<file path="config.mk">
export PLATFORM = sky130hd
export DESIGN_NAME = page_frame_pool_manager_unit
export DESIGN_NICKNAME = d
export VERILOG_FILES = /design/src/design/pfpm_pkg.sv /design/src/design/pfpm_ram.sv /design/src/design/pfpm_lru.sv /design/src/design/page_frame_pool_manager_unit.sv
export VERILOG_INCLUDE_DIRS = /design/src /design/src/design
export SDC_FILE = /design/constraint.sdc
export NUM_CORES = 2
export LEC_CHECK = 0
export ABC_CLOCK_PERIOD_IN_PS = 19400
export BUFFER_PORTS_ARGS = -buffer_cell sky130_fd_sc_hd__buf_2
export CAP_MARGIN = 0
export CORE_MARGIN = 2
export CORE_UTILIZATION = 40
export CTS_BUF_LIST = sky130_fd_sc_hd__clkbuf_8
export DETAILED_ROUTE_END_ITERATION = 7
export PLACE_DENSITY = 0.61
export SLEW_MARGIN = 10
export SYNTH_ARGS = -nofsm -noshare
export SYNTH_HDL_FRONTEND = slang
export SYNTH_HIERARCHICAL = 1
export SYNTH_SLANG_ARGS = --single-unit
export TNS_END_PERCENT = 50
</file>
<file path="constraint.sdc">
create_clock -name clk -period 19.4 [get_ports clk]
set_input_delay 1.94 -clock clk [delete_from_list [all_inputs] [get_ports clk]]
set_output_delay 1.94 -clock clk [all_outputs]
set_load 0.02 [all_outputs]
</file>
<file path="src/design/assert_macros.svh">
// assertion helpers shared by the pool manager modules
`ifndef ASSERT_MACROS_SVH
`define ASSERT_MACROS_SVH

// condition must hold at every edge outside reset
`define PFPM_CHECK(label, cond) \
  label: assert property (@(posedge clk) disable iff (!rst_n) (cond)) \
    else $error("pool manager check failed");

// consequent must hold in the cycle of the antecedent
`define PFPM_CHECK_IMP(label, ante, cons) \
  label: assert property (@(posedge clk) disable iff (!rst_n) (ante) |-> (cons)) \
    else $error("pool manager check failed");

`endif

</file>
<file path="src/design/pfpm_pkg.sv">
package pfpm_pkg;

  localparam int FRAMES   = 16;
  localparam int FRAME_W  = $clog2(FRAMES);
  localparam int FCNT_W   = FRAME_W + 1;
  localparam int PIN_BITS = 16;
  localparam int PAGE_W   = 31;
  localparam int CFG_W    = 8;
  localparam int CFG_IDX_W = 1;

  typedef enum logic [2:0] {
    OP_NEW       = 3'd0,
    OP_FETCH     = 3'd1,
    OP_UNPIN     = 3'd2,
    OP_DELETE    = 3'd3,
    OP_FLUSH     = 3'd4,
    OP_FLUSH_ALL = 3'd5
  } op_t;

  typedef enum logic [1:0] {
    KIND_STATUS = 2'd0,
    KIND_WB     = 2'd1,
    KIND_RDIN   = 2'd2,
    KIND_CLR    = 2'd3
  } kind_t;

  typedef enum logic [1:0] {
    ST_OK      = 2'd0,
    ST_NOTRES  = 2'd1,
    ST_NOFRAME = 2'd2,
    ST_PINNED  = 2'd3
  } status_t;

  typedef enum logic [CFG_IDX_W-1:0] {
    CFG_STRIDE = 1'b0,
    CFG_OFFSET = 1'b1
  } cfg_reg_t;

  typedef enum logic [3:0] {
    S_IDLE,
    S_SCAN,
    S_TAKE,
    S_FREE_RD,
    S_VICT_RD,
    S_EVICT,
    S_CLR,
    S_RDIN,
    S_FLWB,
    S_FA_SCAN,
    S_FA_WB,
    S_FIN
  } state_t;

  typedef struct packed {
    logic [2:0]        operation;
    logic [PAGE_W-1:0] request_page;
    logic              dirty_mark;
  } in_t;

  typedef struct packed {
    logic [1:0]         result_kind;
    logic [1:0]         status_code;
    logic [FRAME_W-1:0] frame_index;
    logic [PAGE_W-1:0]  result_page;
    logic               last_result;
  } out_t;

  typedef struct packed {
    logic               rm_en;
    logic               ap_en;
    logic [FRAME_W-1:0] frame;
  } lru_cmd_t;

  typedef struct packed {
    logic               nonempty;
    logic [FRAME_W-1:0] head;
  } lru_stat_t;

endpackage

</file>
<file path="src/design/pfpm_ram.sv">
module pfpm_ram #(
  parameter int WIDTH = 8,
  parameter int DEPTH = 16
) (
  input  logic                     clk,
  input  logic                     we,
  input  logic [$clog2(DEPTH)-1:0] waddr,
  input  logic [WIDTH-1:0]         wdata,
  input  logic [$clog2(DEPTH)-1:0] raddr,
  output logic [WIDTH-1:0]         rdata
);

  logic [WIDTH-1:0] mem [DEPTH];

  always_ff @(posedge clk) begin
    if (we) begin
      mem[waddr] <= wdata;
    end
    rdata <= mem[raddr];
  end

endmodule

</file>
<file path="src/design/pfpm_lru.sv">
`include "assert_macros.svh"

module pfpm_lru import pfpm_pkg::*; (
  input  logic      clk,
  input  logic      rst_n,
  input  lru_cmd_t  cmd,
  output lru_stat_t stat
);

  logic [FRAME_W-1:0] order_r   [FRAMES];
  logic [FRAME_W-1:0] order_nxt [FRAMES];
  logic [FCNT_W-1:0]  len_r, len_nxt;
  logic [FRAMES-1:0]  in_r, in_nxt;

  always_comb begin
    logic seen;
    seen = 1'b0;
    for (int j = 0; j < FRAMES; j++) begin
      order_nxt[j] = order_r[j];
    end
    len_nxt = len_r;
    in_nxt  = in_r;
    if (cmd.rm_en && in_r[cmd.frame]) begin
      // close the gap left by the removed entry
      for (int j = 0; j < FRAMES - 1; j++) begin
        if ((FCNT_W'(j) < len_r) && (order_r[j] == cmd.frame)) begin
          seen = 1'b1;
        end
        if (seen) begin
          order_nxt[j] = order_r[j+1];
        end
      end
      len_nxt = len_r - FCNT_W'(1);
      in_nxt[cmd.frame] = 1'b0;
    end else if (cmd.ap_en && !in_r[cmd.frame] && (len_r < FCNT_W'(FRAMES))) begin
      order_nxt[len_r[FRAME_W-1:0]] = cmd.frame;
      len_nxt = len_r + FCNT_W'(1);
      in_nxt[cmd.frame] = 1'b1;
    end
  end

  always_ff @(posedge clk) begin
    if (!rst_n) begin
      len_r <= '0;
      in_r  <= '0;
    end else begin
      len_r <= len_nxt;
      in_r  <= in_nxt;
    end
  end

  always_ff @(posedge clk) begin
    for (int j = 0; j < FRAMES; j++) begin
      order_r[j] <= order_nxt[j];
    end
  end

  assign stat.nonempty = (len_r != '0);
  assign stat.head     = order_r[0];

  `PFPM_CHECK(a_lru_len_range, len_r <= FCNT_W'(FRAMES))
  `PFPM_CHECK(a_lru_marks_match_len, $countones(in_r) == int'(len_r))

endmodule

</file>
<file path="src/design/page_frame_pool_manager_unit.sv">
// Page frame pool manager: tracks 16 page frames (resident page, used mark,
// saturating pin count, dirty mark), a FIFO of free frames and an LRU list of
// unpinned frames, and runs new, fetch, unpin, delete, flush and flush_all one
// item at a time. Each item produces its write-back, clear-frame and read-in
// requests, if any (in that order), followed by one final status with
// last_result set. Resident pages live in a single-port-read page RAM, so a
// page lookup walks the frames one per cycle. Fetch, unpin, delete and flush
// first look the page up; a fetch miss then takes a frame from the free FIFO
// (S_TAKE, S_FREE_RD, S_VICT_RD, S_EVICT) or from the LRU list (S_TAKE,
// S_VICT_RD, S_EVICT), and deleting an unpinned page passes S_VICT_RD and
// S_EVICT; a write-back of the victim goes out in S_EVICT. new takes its
// frame the same way, or fails in S_TAKE when no frame is available.
// flush_all walks every frame and sends a write-back for each dirty one.
// Output stalls hold the result states. The free FIFO sits in a second
// RAM whose never-written entries read as their own index, so no clearing
// pass is needed after reset. page_offset writes reload the next allocated
// page number; configure only while the block is idle.
`include "assert_macros.svh"

module page_frame_pool_manager_unit import pfpm_pkg::*; (
  input  logic                 clk,
  input  logic                 rst_n,
  input  logic                 in_valid,
  output logic                 in_stall,
  input  in_t                  in_data,
  output logic                 out_valid,
  input  logic                 out_stall,
  output out_t                 out_data,
  input  logic                 cfg_we,
  input  logic [CFG_IDX_W-1:0] cfg_index,
  input  logic [CFG_W-1:0]     cfg_wdata
);

  // sequencer state
  state_t             state_r, state_nxt;
  logic [2:0]         op_r, op_nxt;
  logic [PAGE_W-1:0]  page_r, page_nxt;
  logic               mark_r, mark_nxt;
  logic [FRAME_W-1:0] frame_r, frame_nxt;
  logic               hit_r, hit_nxt;
  logic               fail_r, fail_nxt;
  logic [FCNT_W-1:0]  ptr_r, ptr_nxt;
  logic [PAGE_W-1:0]  hold_r, hold_nxt;

  // pool state
  logic [CFG_W-1:0]    stride_r, stride_nxt;
  logic [PAGE_W-1:0]   next_page_r, next_page_nxt;
  logic [FRAME_W-1:0]  free_head_r, free_head_nxt;
  logic [FCNT_W-1:0]   free_cnt_r, free_cnt_nxt;
  logic [FRAMES-1:0]   fifo_wr_r, fifo_wr_nxt;
  logic [FRAMES-1:0]   used_r, used_nxt;
  logic [FRAMES-1:0]   dirty_r, dirty_nxt;
  logic [PIN_BITS-1:0] pin_r   [FRAMES];
  logic [PIN_BITS-1:0] pin_nxt [FRAMES];

  // result register
  logic out_valid_r, out_valid_nxt;
  out_t out_data_r, out_data_nxt;
  logic out_free;

  // memories
  logic               pg_we;
  logic [FRAME_W-1:0] pg_waddr, pg_raddr;
  logic [PAGE_W-1:0]  pg_wdata, pg_rdata;
  logic               ff_we;
  logic [FRAME_W-1:0] ff_waddr, ff_raddr;
  logic [FRAME_W-1:0] ff_wdata, ff_rdata;

  lru_cmd_t  lru_cmd;
  lru_stat_t lru_stat;

  // frame under test during a walk is one behind the walk pointer, as the page RAM read is registered
  logic [FRAME_W-1:0] prev;
  logic               scan_chk, ptr_end, any_free;
  logic [FRAME_W-1:0] sel;
  logic [FRAME_W-1:0] scan_addr;
  logic [FCNT_W:0]    tail_sum;
  logic [FRAME_W-1:0] tail;
  logic               fin_go;

  pfpm_ram #(.WIDTH(PAGE_W), .DEPTH(FRAMES)) u_page_ram (
    .clk   (clk),
    .we    (pg_we),
    .waddr (pg_waddr),
    .wdata (pg_wdata),
    .raddr (pg_raddr),
    .rdata (pg_rdata)
  );

  pfpm_ram #(.WIDTH(FRAME_W), .DEPTH(FRAMES)) u_free_ram (
    .clk   (clk),
    .we    (ff_we),
    .waddr (ff_waddr),
    .wdata (ff_wdata),
    .raddr (ff_raddr),
    .rdata (ff_rdata)
  );

  pfpm_lru u_lru (
    .clk   (clk),
    .rst_n (rst_n),
    .cmd   (lru_cmd),
    .stat  (lru_stat)
  );

  function automatic out_t mk_out(kind_t k, status_t s, logic [FRAME_W-1:0] f,
                                  logic [PAGE_W-1:0] p, logic l);
    out_t o;
    o.result_kind = k;
    o.status_code = s;
    o.frame_index = f;
    o.result_page = p;
    o.last_result = l;
    return o;
  endfunction

  assign prev      = FRAME_W'(ptr_r - FCNT_W'(1));
  assign scan_chk  = (ptr_r != '0);
  assign ptr_end   = (ptr_r == FCNT_W'(FRAMES));
  assign scan_addr = ptr_end ? '0 : ptr_r[FRAME_W-1:0];
  assign sel       = ((state_r == S_SCAN) || (state_r == S_FA_SCAN)) ? prev : frame_r;
  assign out_free  = !out_valid_r || !out_stall;
  // free FIFO tail, wrapped to the frame count
  assign tail_sum  = (FCNT_W+1)'(free_head_r) + (FCNT_W+1)'(free_cnt_r);
  assign tail      = (tail_sum >= (FCNT_W+1)'(FRAMES)) ?
                     FRAME_W'(tail_sum - (FCNT_W+1)'(FRAMES)) : FRAME_W'(tail_sum);

  always_comb begin
    any_free = 1'b0;
    for (int f = 0; f < FRAMES; f++) begin
      if (pin_r[f] == '0) begin
        any_free = 1'b1;
      end
    end
  end

  assign in_stall = (state_r != S_IDLE);
  assign fin_go   = (state_r == S_FIN) && out_free;

  always_comb begin
    logic [PIN_BITS-1:0] pin_sel;
    logic [PIN_BITS-1:0] pin_dec;
    pin_sel = pin_r[sel];
    pin_dec = '0;
    state_nxt     = state_r;
    op_nxt        = op_r;
    page_nxt      = page_r;
    mark_nxt      = mark_r;
    frame_nxt     = frame_r;
    hit_nxt       = hit_r;
    fail_nxt      = fail_r;
    ptr_nxt       = ptr_r;
    hold_nxt      = hold_r;
    stride_nxt    = stride_r;
    next_page_nxt = next_page_r;
    free_head_nxt = free_head_r;
    free_cnt_nxt  = free_cnt_r;
    fifo_wr_nxt   = fifo_wr_r;
    used_nxt      = used_r;
    dirty_nxt     = dirty_r;
    for (int f = 0; f < FRAMES; f++) begin
      pin_nxt[f] = pin_r[f];
    end
    out_valid_nxt = out_valid_r && out_stall;
    out_data_nxt  = out_data_r;
    pg_we    = 1'b0;
    pg_waddr = frame_r;
    pg_wdata = page_r;
    pg_raddr = frame_r;
    ff_we    = 1'b0;
    ff_waddr = tail;
    ff_wdata = frame_r;
    ff_raddr = free_head_r;
    lru_cmd  = '{rm_en: 1'b0, ap_en: 1'b0, frame: frame_r};

    unique case (state_r)
      S_IDLE: begin
        if (in_valid) begin
          op_nxt    = in_data.operation;
          page_nxt  = in_data.request_page;
          mark_nxt  = in_data.dirty_mark;
          hit_nxt   = 1'b0;
          fail_nxt  = 1'b0;
          ptr_nxt   = '0;
          frame_nxt = '0;
          unique case (in_data.operation)
            OP_NEW:                                  state_nxt = S_TAKE;
            OP_FETCH, OP_UNPIN, OP_DELETE, OP_FLUSH: state_nxt = S_SCAN;
            OP_FLUSH_ALL:                            state_nxt = S_FA_SCAN;
            default:                                 state_nxt = S_FIN;
          endcase
        end
      end

      // page lookup, lowest matching frame wins
      S_SCAN: begin
        pg_raddr = scan_addr;
        if (scan_chk && used_r[prev] && (pg_rdata == page_r)) begin
          hit_nxt   = 1'b1;
          frame_nxt = prev;
          if ((op_r == OP_DELETE) && (pin_sel == '0)) begin
            state_nxt = S_VICT_RD;
          end else if (op_r == OP_FLUSH) begin
            state_nxt = S_FLWB;
          end else begin
            state_nxt = S_FIN;
          end
        end else if (ptr_end) begin
          state_nxt = (op_r == OP_FETCH) ? S_TAKE : S_FIN;
        end else begin
          ptr_nxt = ptr_r + FCNT_W'(1);
        end
      end

      // free FIFO first, then the least recently unpinned frame
      S_TAKE: begin
        if ((op_r == OP_NEW) && !any_free) begin
          fail_nxt  = 1'b1;
          state_nxt = S_FIN;
        end else if (free_cnt_r != '0) begin
          state_nxt = S_FREE_RD;
        end else if (lru_stat.nonempty) begin
          frame_nxt     = lru_stat.head;
          lru_cmd.rm_en = 1'b1;
          lru_cmd.frame = lru_stat.head;
          state_nxt     = S_VICT_RD;
        end else begin
          fail_nxt  = 1'b1;
          state_nxt = S_FIN;
        end
      end

      S_FREE_RD: begin
        // an entry never written holds its own frame number
        frame_nxt     = fifo_wr_r[free_head_r] ? ff_rdata : free_head_r;
        free_head_nxt = (free_head_r == FRAME_W'(FRAMES - 1)) ?
                        '0 : free_head_r + FRAME_W'(1);
        free_cnt_nxt  = free_cnt_r - FCNT_W'(1);
        state_nxt     = S_VICT_RD;
      end

      S_VICT_RD: begin
        state_nxt = S_EVICT;
      end

      S_EVICT: begin
        if (used_r[frame_r] && dirty_r[frame_r]) begin
          if (out_free) begin
            out_valid_nxt = 1'b1;
            out_data_nxt  = mk_out(KIND_WB, ST_OK, frame_r, pg_rdata, 1'b0);
            dirty_nxt[frame_r] = 1'b0;
            state_nxt = S_CLR;
          end
        end else begin
          state_nxt = S_CLR;
        end
      end

      S_CLR: begin
        if (out_free) begin
          out_valid_nxt = 1'b1;
          out_data_nxt  = mk_out(KIND_CLR, ST_OK, frame_r, '0, 1'b0);
          used_nxt[frame_r]  = 1'b0;
          dirty_nxt[frame_r] = 1'b0;
          state_nxt = (op_r == OP_FETCH) ? S_RDIN : S_FIN;
        end
      end

      S_RDIN: begin
        if (out_free) begin
          out_valid_nxt = 1'b1;
          out_data_nxt  = mk_out(KIND_RDIN, ST_OK, frame_r, page_r, 1'b0);
          state_nxt = S_FIN;
        end
      end

      S_FLWB: begin
        if (out_free) begin
          out_valid_nxt = 1'b1;
          out_data_nxt  = mk_out(KIND_WB, ST_OK, frame_r, page_r, 1'b0);
          dirty_nxt[frame_r] = 1'b0;
          state_nxt = S_FIN;
        end
      end

      // walk every frame, writing back the dirty ones
      S_FA_SCAN: begin
        pg_raddr = scan_addr;
        if (scan_chk && used_r[prev] && dirty_r[prev]) begin
          hold_nxt  = pg_rdata;
          frame_nxt = prev;
          state_nxt = S_FA_WB;
        end else if (ptr_end) begin
          state_nxt = S_FIN;
        end else begin
          ptr_nxt = ptr_r + FCNT_W'(1);
        end
      end

      S_FA_WB: begin
        pg_raddr = scan_addr;
        if (out_free) begin
          out_valid_nxt = 1'b1;
          out_data_nxt  = mk_out(KIND_WB, ST_OK, frame_r, hold_r, 1'b0);
          dirty_nxt[frame_r] = 1'b0;
          state_nxt = S_FA_SCAN;
        end
      end

      S_FIN: begin
        if (out_free) begin
          out_valid_nxt = 1'b1;
          state_nxt     = S_IDLE;
          out_data_nxt  = mk_out(KIND_STATUS, ST_OK, '0, '0, 1'b1);
          unique case (op_r)
            OP_NEW: begin
              if (fail_r) begin
                out_data_nxt = mk_out(KIND_STATUS, ST_NOFRAME, '0, '0, 1'b1);
              end else begin
                out_data_nxt = mk_out(KIND_STATUS, ST_OK, frame_r, next_page_r, 1'b1);
                pg_we    = 1'b1;
                pg_wdata = next_page_r;
                used_nxt[frame_r] = 1'b1;
                pin_nxt[frame_r]  = PIN_BITS'(1);
                next_page_nxt = PAGE_W'(next_page_r + PAGE_W'(stride_r));
              end
            end
            OP_FETCH: begin
              if (hit_r) begin
                if (pin_sel != '1) begin
                  pin_nxt[frame_r] = pin_sel + PIN_BITS'(1);
                end
                lru_cmd.rm_en = 1'b1;
                out_data_nxt = mk_out(KIND_STATUS, ST_OK, frame_r, page_r, 1'b1);
              end else if (fail_r) begin
                out_data_nxt = mk_out(KIND_STATUS, ST_NOFRAME, '0, page_r, 1'b1);
              end else begin
                pg_we = 1'b1;
                used_nxt[frame_r] = 1'b1;
                pin_nxt[frame_r]  = PIN_BITS'(1);
                out_data_nxt = mk_out(KIND_STATUS, ST_OK, frame_r, page_r, 1'b1);
              end
            end
            OP_UNPIN: begin
              if (!hit_r) begin
                out_data_nxt = mk_out(KIND_STATUS, ST_NOTRES, '0, page_r, 1'b1);
              end else begin
                pin_dec = (pin_sel == '0) ? '0 : pin_sel - PIN_BITS'(1);
                pin_nxt[frame_r] = pin_dec;
                if (mark_r) begin
                  dirty_nxt[frame_r] = 1'b1;
                end
                lru_cmd.ap_en = (pin_dec == '0);
                out_data_nxt = mk_out(KIND_STATUS, ST_OK, frame_r, page_r, 1'b1);
              end
            end
            OP_DELETE: begin
              if (!hit_r) begin
                out_data_nxt = mk_out(KIND_STATUS, ST_OK, '0, page_r, 1'b1);
              end else if (pin_sel != '0) begin
                out_data_nxt = mk_out(KIND_STATUS, ST_PINNED, frame_r, page_r, 1'b1);
              end else begin
                lru_cmd.rm_en = 1'b1;
                if (free_cnt_r < FCNT_W'(FRAMES)) begin
                  ff_we = 1'b1;
                  fifo_wr_nxt[tail] = 1'b1;
                  free_cnt_nxt = free_cnt_r + FCNT_W'(1);
                end
                out_data_nxt = mk_out(KIND_STATUS, ST_OK, frame_r, page_r, 1'b1);
              end
            end
            OP_FLUSH: begin
              if (!hit_r) begin
                out_data_nxt = mk_out(KIND_STATUS, ST_NOTRES, '0, page_r, 1'b1);
              end else begin
                out_data_nxt = mk_out(KIND_STATUS, ST_OK, frame_r, page_r, 1'b1);
              end
            end
            default: begin
              out_data_nxt = mk_out(KIND_STATUS, ST_OK, '0, '0, 1'b1);
            end
          endcase
        end
      end

      default: begin
        state_nxt = S_IDLE;
      end
    endcase

    // configuration writes must arrive only while idle; the block itself does not enforce this
    if (cfg_we) begin
      unique case (cfg_index)
        CFG_STRIDE: stride_nxt    = cfg_wdata;
        CFG_OFFSET: next_page_nxt = PAGE_W'(cfg_wdata);
        default:    stride_nxt    = stride_r;
      endcase
    end
  end

  // control state
  always_ff @(posedge clk) begin
    if (!rst_n) begin
      state_r     <= S_IDLE;
      out_valid_r <= 1'b0;
      stride_r    <= CFG_W'(1);
      next_page_r <= '0;
      free_head_r <= '0;
      free_cnt_r  <= FCNT_W'(FRAMES);
      fifo_wr_r   <= '0;
      used_r      <= '0;
      dirty_r     <= '0;
      for (int f = 0; f < FRAMES; f++) begin
        pin_r[f] <= '0;
      end
    end else begin
      state_r     <= state_nxt;
      out_valid_r <= out_valid_nxt;
      stride_r    <= stride_nxt;
      next_page_r <= next_page_nxt;
      free_head_r <= free_head_nxt;
      free_cnt_r  <= free_cnt_nxt;
      fifo_wr_r   <= fifo_wr_nxt;
      used_r      <= used_nxt;
      dirty_r     <= dirty_nxt;
      for (int f = 0; f < FRAMES; f++) begin
        pin_r[f] <= pin_nxt[f];
      end
    end
  end

  // item payload and result data
  always_ff @(posedge clk) begin
    op_r       <= op_nxt;
    page_r     <= page_nxt;
    mark_r     <= mark_nxt;
    frame_r    <= frame_nxt;
    hit_r      <= hit_nxt;
    fail_r     <= fail_nxt;
    ptr_r      <= ptr_nxt;
    hold_r     <= hold_nxt;
    out_data_r <= out_data_nxt;
  end

  assign out_valid = out_valid_r;
  assign out_data  = out_data_r;

  `PFPM_CHECK(a_free_cnt_range, free_cnt_r <= FCNT_W'(FRAMES))
  `PFPM_CHECK_IMP(a_idle_after_final, (state_r != S_IDLE) && (state_nxt == S_IDLE), fin_go)

endmodule

</file>
==> results.yml <==
status:
  outcome: "finished with violations"
  violations: "DRC"
floorplan:
  placementRows: 136
  start_util: 0.402
  pin_count: 91
  die_h_um: 375
  die_area_um2: 141000
  core_region_area_um2: 137000
  fp.dieW_um: 375
min_path:
  hp-start: "fifo_wr_r[4]$_SDFFE_PN0P_"
  whs_endpoint: "fifo_wr_r[4]$_SDFFE_PN0P_"
  whs_path_depth: 2
  hold_path_class: "flop to flop"
worst_setup_path:
  ff2ff_path_depth: 17
  crit_chain: "buf_4, buf_4, or4_1, buf_4, nand2_4, mux2_2, o221ai_1, nand3_1, nor3_4, and4_1, nor2_1, nor3_1, a31o_2, nand2b_1, a211oi_4, nand3_1, a32oi_1"
  cp-end-kind: "flop"
  slowest_stage: "buf_4"
  cp.arrival_ps: 8120
  path_common_cell: "buf_4"
  required_ps: 19990
  path_class: "flop to flop"
  reg2reg_to: "u_lru/order_r[1][8]$_DFFE_PP_"
  critPathMaxFanout: 48
  critPathLaunchType: "flop"
  reg2reg_slack_ps: 11870
  rr_startpoint: "ptr_r[0]$_SDFFCE_PP0P_"
  slowest_delay_ps: 830
  startpoint: "ptr_r[0]$_SDFFCE_PP0P_"
placed_design:
  dp_cells: 6068
  dpl.hpwl_um: 117000
  portBuffers: 90
  dpl_cell_area_um2: 57400
  gp_congestion: 0.973
clock_tree:
  htree_levels: 4
  root_buffer: "clkbuf_8"
  post-cts-setup-buffers: 0
  ctsResizeCount: 0
  cts_tree: "yes"
  cts_hold_buffers: 0
  cts.clk_slew.worst_paths_ps: 70
  cts.sinks: 1154
  cts.path.max_buffers: 3
  clock_latency_ps: 980
  cts_inserted_buffers: 189
synth:
  yosys.area_share.adder: 0.00722
  seq_area_frac_synth: 0.554
  syn_area_per_cell_um2: 12.5
  yosysWarnings: 6
  synth_ff_type: "edfxtp_1"
  synth_top_family_by_area: "multiplexers"
  synthXorXnorAreaFrac: 0.0219
  ys_types: 110
  synth_fp_nets: 4495
  synthMuxAreaShare: 0.140
  synth_compound_area_frac: 0.139
  synthesis.area_um2: 55100
  postSynthCellCount: 4416
  yosys.area_share.simple: 0.105
  synthArstFlopShare: 0
  synth_edf_count: 741
  synth_seq_cells: 1154
route:
  via_per_inst: 6.45
  drt_iter0_markers: 5455
  postRouteAntennaNets: 0
  drcViolationCount: 15
  wl_per_cell_um: 28.7
  vias: 41464
  drtPass1Iterations: 8
  wirelength_um: 184000
grt:
  antenna_found_initial: 8
  grt_overflow_total: 0
  gr-usage-all-layers: 0.256
  grt_max_degree: 102
  grt_pass1_vias: 39211
  grt_first_pass_wirelength_um: 268000
sta:
  fin_worst_skew_ps: 64.3
  fin_crit_sh: 0.388
  finalHoldWorstSlack_ps: 448
  setup_viol: 0
  tns_ps: 0
  rsz0062_at_grt: "false"
  finalMaxSlewViolations: 0
  relSlewSlack: 0.0760
  hold_violations: 0
  worst_pin_slew_ps: 1390
  fin_crit_ps: 7530
  max_freq_ghz: 0.133
finish:
  syn2layout_area_growth_pct: 11.2
  final.fill_count: 12467
  drive_gt1_frac: 0.198
  multi_input_area_um2: 23100
  post-route-cell-area_um2: 61300
  register_area_um2: 30500
  fin_nets: 4544
  stdcell_count: 6428
power:
  ir_worst_vdd_mv: 0.116
  power.leakage_nw: 19.9
  intPower_mw: 5.11
  p_seq_frac: 0.346
  pwr-share-clk: 0.250
  combPwrFrac: 0.404
  p_sw_frac: 0.411
  p_switching_mw: 3.56
  p_per_area_nw_per_um2: 141
run:
  cap_violations: 0
[state kept, by name (all words and copies together), names as in the netlist, 3 cells and up, named ones only]
| name | cells |
|---|---|
| u_page_ram/mem | 496 |
| page_r | 31 |
| fifo_wr_r | 16 |
| u_lru/order_r | 64 |
| u_page_ram/rdata | 31 |
| ff_wdata | 4 |
| out_data | 40 |
| free_cnt_r | 5 |
| stride_r | 8 |
| u_free_ram/mem | 64 |
| state_r | 4 |
| u_lru/len_r | 5 |
| next_page_r | 31 |
| hold_r | 31 |
| ff_raddr | 4 |
| ptr_r | 5 |
| u_free_ram/rdata | 4 |
| pin_r | 256 |
| op_r | 3 |
[kinds of logic after synthesis]
family / Yosys count
buffers and inverters: 391
DFF: 1154
muxes: 425
AOI/OAI and AO/OA: 1076
and+or+nand+nor: 1202
adders and majority gates: 30
xor gates and xnor gates: 138
[worst max-delay path, delay by kind of cell, from the launching register on]
| kind | cells | cell delay (ps) |
|---|---|---|
| and+or+nand+nor | 9 | 2600 |
| AOI/OAI and AO/OA | 4 | 1990 |
| buffers and inverters | 3 | 1810 |
| DFF | 1 | 360 |
| muxes | 1 | 330 |
[metrics by stage]
stage / total power [mW] / utilization / worst slack (ps)
floorplan: 5.35 / - / 13200
global placement: 6.48 / 0.418 / 12130
detailed placement: 6.48 / 0.418 / 12010
CTS: 8.66 / 0.447 / 12000
global route: 8.98 / 0.447 / 11410
finish: 8.67 / 0.447 / 11870
[layer usage]
| layer | track usage | vias up | part of all wire |
|---|---|---|---|
| li1 | - | 17597 | - |
| met1 | 0.364 | 20896 | 0.42 |
| met2 | 0.369 | 2540 | 0.43 |
| met3 | 0.0706 | 421 | 0.12 |
| met4 | 0.104 | 10 | 0.041 |
| met5 | 0 | - | 0.00035 |
[power by group through the flow]
| stage | Sequential, mW | Clock, mW | Combinational [mW] |
|---|---|---|---|
| global route | 3.01 | 2.31 | 3.66 |
| floorplan | 3.04 | 0 | 2.31 |
| detailed placement | 3.05 | 0 | 3.43 |
| global placement | 3.05 | 0 | 3.43 |
| finish | 3.00 | 2.17 | 3.50 |
| CTS | 3.00 | 2.21 | 3.45 |
[synth_stat cells, types with 19 or more instances]
master | count | area (µm²)
a211oi_1 | 23 | 173
a21oi_1 | 171 | 856
a222oi_1 | 31 | 310
a22o_1 | 100 | 876
a22oi_1 | 74 | 556
a31oi_1 | 68 | 425
a32o_1 | 50 | 500
buf_1 | 21 | 78.8
buf_2 | 89 | 445
buf_4 | 22 | 165
clkbuf_1 | 197 | 739
dfxtp_1 | 413 | 8270
edfxtp_1 | 741 | 22300
ha_1 | 27 | 338
inv_1 | 42 | 158
mux2_2 | 51 | 574
mux2i_1 | 105 | 1050
mux4_2 | 252 | 5680
nand2_1 | 442 | 1660
nand2b_1 | 32 | 200
nand3_1 | 120 | 601
nand4_1 | 66 | 413
nor2_1 | 225 | 845
nor2b_1 | 25 | 156
nor3_1 | 85 | 425
nor4_1 | 112 | 701
o21a_1 | 19 | 143
o21ai_0 | 182 | 911
o221a_2 | 25 | 282
o22ai_1 | 158 | 988
xnor2_1 | 91 | 797
xor2_1 | 47 | 412
[worst max-delay path by stage]
stage          slack, ps                              to
2_1_floorplan      13200  u_lru/order_r[1][10]$_DFFE_PP_
3_3_place_gp       12130  u_lru/order_r[1][16]$_DFFE_PP_
3_5_place_dp       12010   u_lru/order_r[1][8]$_DFFE_PP_
4_1_cts            12000   u_lru/order_r[1][8]$_DFFE_PP_
5_1_grt            11410  u_lru/order_r[1][11]$_DFFE_PP_
6_report           11870   u_lru/order_r[1][8]$_DFFE_PP_
[layout make-up]
| cell class | count | area share |
|---|---|---|
| inverters | 45 | 0.00278 |
| clock inverters | 140 | 0.0156 |
| well taps | 1794 | 0.0366 |
| diodes | 4 | 0.000163 |
| repair buffers | 204 | 0.0216 |
| flip-flops and latches | 1154 | 0.498 |
| multi-input cells | 2871 | 0.377 |
| clock buffers | 216 | 0.0485 |
[placed cells by master, fill, tap and decap left out, drive strengths merged, types with 10 or more instances in the layout]
master | synthesis | final
nand3 | 120 | 120
o21ai | 202 | 202
xnor2 | 91 | 91
mux4 | 266 | 266
edfxtp | 741 | 741
o21a | 19 | 19
nor4 | 119 | 119
nor2b | 25 | 25
a222oi | 31 | 31
a22oi | 76 | 76
ha | 27 | 27
inv | 42 | 122
clkinv | 3 | 55
a31oi | 68 | 68
nand2 | 443 | 443
a21oi | 175 | 175
a211oi | 25 | 25
nand2b | 32 | 32
a32oi | 10 | 10
clkbuf | 197 | 216
buf | 149 | 204
a32o | 50 | 50
and2 | 16 | 16
a22o | 100 | 100
mux2i | 108 | 108
mux2 | 51 | 51
nand4 | 69 | 69
nor3 | 88 | 88
nor2 | 230 | 230
nand3b | 11 | 11
and3 | 11 | 11
dfxtp | 413 | 413
o221a | 28 | 28
xor2 | 47 | 47
o22ai | 160 | 160
a31o | 17 | 17
No activity file was read; power rests on OpenSTA's default activity.
